### config.mk
export PLATFORM = sky130hd
export DESIGN_NAME = sgb_ram
export DESIGN_NICKNAME = d
export VERILOG_FILES = /design/src/sv/sgb_ram.sv
export SDC_FILE = /design/constraint.sdc
export NUM_CORES = 2
export LEC_CHECK = 0
export BUFFER_PORTS_ARGS = -buffer_cell sky130_fd_sc_hd__buf_4
export CAP_MARGIN = 30
export CORE_ASPECT_RATIO = 0.8
export CORE_MARGIN = 2
export CORE_UTILIZATION = 52
export CTS_BUF_LIST = sky130_fd_sc_hd__clkbuf_16
export CTS_CLUSTER_SIZE = 16
export DETAILED_ROUTE_END_ITERATION = 10
export HOLD_SLACK_MARGIN = 0.1
export PLACE_DENSITY = 0.78
export SYNTH_ARGS = -nofsm -noshare
export SYNTH_HDL_FRONTEND = slang
export SYNTH_SLANG_ARGS = --single-unit
### constraint.sdc
create_clock -name clk -period 4.7 [get_ports clk]
set_input_delay 0.705 -clock clk [delete_from_list [all_inputs] [get_ports clk]]
set_output_delay 0.705 -clock clk [all_outputs]
set_load 0.1 [all_outputs]
### src/sv/sgb_ram.sv
`timescale 1ns / 1ps

module sgb_ram #(
    parameter int WIDTH = 8,
    parameter int DEPTH = 256
) (
    input  logic                     clk,
    input  logic                     we,
    input  logic [$clog2(DEPTH)-1:0] waddr,
    input  logic [WIDTH-1:0]         wdata,
    input  logic                     re,
    input  logic [$clog2(DEPTH)-1:0] raddr,
    output logic [WIDTH-1:0]         rdata
);
    logic [WIDTH-1:0] mem [DEPTH];

    always_ff @(posedge clk)
    begin
        if (we)
        begin
            mem[waddr] <= wdata;
        end
        if (re)
        begin
            rdata <= mem[raddr];
        end
    end
endmodule

==> qor.csv <==
metric;value;unit
Clock Latency Late Sink;0.83;ns
Startpoint Class;input port;
post-synth top area share;0.7753;
Avg Inst Size Synth;21.33;um^2
vias;40770;
relative slew slack;0.2714;
largest net degree at the start of global routing;156;
initial antenna violation count;15;
Critical Path AT;4.11;ns
top_reg_cell synth;edfxtp_1;
Setup-failing EPs final;0;
DRT Wirelength;199.6;mm
unrepaired setup endpoints after global routing;false;
Syn. warnings;0;
Synth area leader;edfxtp_1;
I/O pins;35;
post-synthesis cell area;0.07964;mm^2
Post-Layout Inst Area;0.08857;mm^2
Fin Clk Skew;0.02816;ns
Worst-Margin Slew;1.090;ns
Inserted Clock Buffers;182;
number of vias per cell;6.711;
syn nets;3760;
Synth Area in Simple Gates;0.02625;
first-pass GRT wire length;285.8;mm
Power, Total;36.71;mW
share of post-route cells with drive strength above 1;0.2311;
Post-DP Area;0.08271;mm^2
WL/cell;32.85;um
# hold bufs at CTS;0;
CTS clk-pin slew, worst paths;0.07;ns
I/O Buffers;34;
Worst Setup Path Type;in -> reg;
total grt overflow;0;
PD cells;414.5;mW/mm^2
pre-CTS WS;0.4596;ns
TritonCTS clock tree;yes;
ANT nets after route;0;
Leak Pwr;27.48;nW
Final period util;0.7583;
max-capacitance violation count;0;
Worst EP required;5.24;ns
GRT Total Usage;0.2557;
sequential share of the synthesized area;0.7753;
Post-Place Cells;5730;
top post-synthesis cells by area;edfxtp_1, mux4_2, mux2i_1;
CP max FO;35;
Post-CTS Setup Bufs;0;
DR pass1 iterations;8;
Die Y;354.0;um
1st-iter DRT viols;6687;
worst setup margin;1.136;ns
FILL cells;10410;
num rows;128;
Non-Filler Instances;6075;
total core area;0.1521;mm^2
fin crit period;3.564;ns
Tightest Hold Check Type;in -> reg;
Setup TNS Final;0;ns
status;complete, no violations;
area delta synth->final;11.22;%
Slew Viols, Final;0;
Synth Area in Compound Gates;0.03416;
asr flop ratio synth;0;
H-tree Lvls;4;
post-synthesis adder-cell area fraction;0;
clock buffer depth;3;
vias in the first global route;40070;
post_cts resized;0;
Gate Count Post-Synth;3733;
die span in x;441.5;um
multiplexer area fraction after synthesis;0.1460;
# DRC;0;
Yosys reg bits;2056;
GP Congestion;0.9181;
Nets;3930;
maximum vdd drop;0.4005;mV
root buffer cell;clkbuf_16;
Yosys cell types;54;
post-detail-place hpwl;119.8;mm
Synth Area in XOR/XNOR;0;
Initial Util;0.5234;
fmax;280.6;MHz
largest family of logic cells by synthesized area;multiplexers;
total die area;0.1563;mm^2
Post-synth EDFFs;2056;
CP Capture Type;flip-flop;
final hold vios;0;
CTS Sinks;2056;
critical path, stage by stage:
cell and delay, ns:
buf_8 0.21, buf_12 0.24, buf_12 0.30, mux4_2 0.53, nor2b_1 0.15, a211oi_1 0.54, nor3_1 0.16, nor4_1 0.93
buf_4 0.26, nor4_2 0.04
power by group:
| group | internal (mW) | switching (mW) |
|---|---|---|
| logic | 0.638 | 1.28 |
| clock network | 7.90 | 6.65 |
| registers | 20.2 | 0.0326 |
cell usage in the layout, fill, tap and decap left out, types with 34 or more instances in the layout:
master	Yosys	final
buf_4	27	183
edfxtp_1	2056	2056
a21oi_1	96	96
nand3_1	34	34
clkinv_1	1	45
inv_1	1	45
mux4_2	454	454
nor2_1	282	279
a22oi_1	133	133
mux2i_1	134	134
o221ai_1	46	46
clkbuf_16	0	184
per-layer routing:
metal / track usage / wire length (um) / up-vias
li1: - / - / 16030
met1: 0.3666 / 72770 / 21000
met2: 0.3678 / 89240 / 3185
met3: 0.07757 / 28160 / 546
met4: 0.1086 / 9330 / 16
met5: 0 / 100 / -
worst paths after layout:
kind              startpoint         end  slack [ns]  cells after the start
hold reg to reg   mem[60][2]    rdata[2]        1.19                      6
setup / recovery    raddr[0]    rdata[2]        1.14                     10
hold / removal      wdata[7]  mem[40][7]        0.16                      1
setup reg to reg  mem[96][2]    rdata[2]        1.52                      7
per-stage QoR:
stage | hold WS, ns | utilization
CTS | 0.1736 | 0.5815
floorplan | 0.8039 | -
global route | 0.1466 | 0.5821
global placement | 1.049 | 0.5436
detailed placement | 1.054 | 0.5436
finish | 0.1611 | 0.5821
final cells by class:
cell class | instances | area (um^2) | share of cell area
Sequential cell | 2056 | 61740 | 0.6971
Clock inverter | 148 | 1164 | 0.01314
Tap cell | 2015 | 2521 | 0.02847
Multi-Input combinational cell | 1442 | 16480 | 0.1860
Antenna cell | 9 | 22.52 | 0.0002543
Clock buffer | 184 | 4604 | 0.05199
Inverter | 2 | 7.507 | 0.00008476
Timing Repair Buffer | 219 | 2034 | 0.02297
state kept, by name, indices dropped and copies added, names as in the netlist:
register,count
mem,2048
rdata,8
Yosys cell counts (10+ instances only):
library cell	number
buf_8	13
nor2_1	282
o211ai_1	10
nor3_1	22
buf_4	27
a21oi_1	96
nand2_1	33
a22oi_1	133
buf_6	21
clkbuf_1	111
o21ai_0	10
mux4_2	454
mux2i_1	134
nor2b_1	31
o22ai_1	28
o221ai_1	46
nand3_1	34
buf_1	22
edfxtp_1	2056
nand4_1	10
a221oi_1	13
a211oi_1	16
buf_2	31
nor4_1	24
kinds of logic (layout without fill, tap and decap cells):
logic type | after synthesis | in the layout
muxes | 591 | 591
AOI/OAI and AO/OA | 385 | 385
and+or+nand+nor | 466 | 466
DFF | 2056 | 2056
buffers and inverters | 235 | 553
other | 0 | 9
Power figures use the tool's default switching activity.
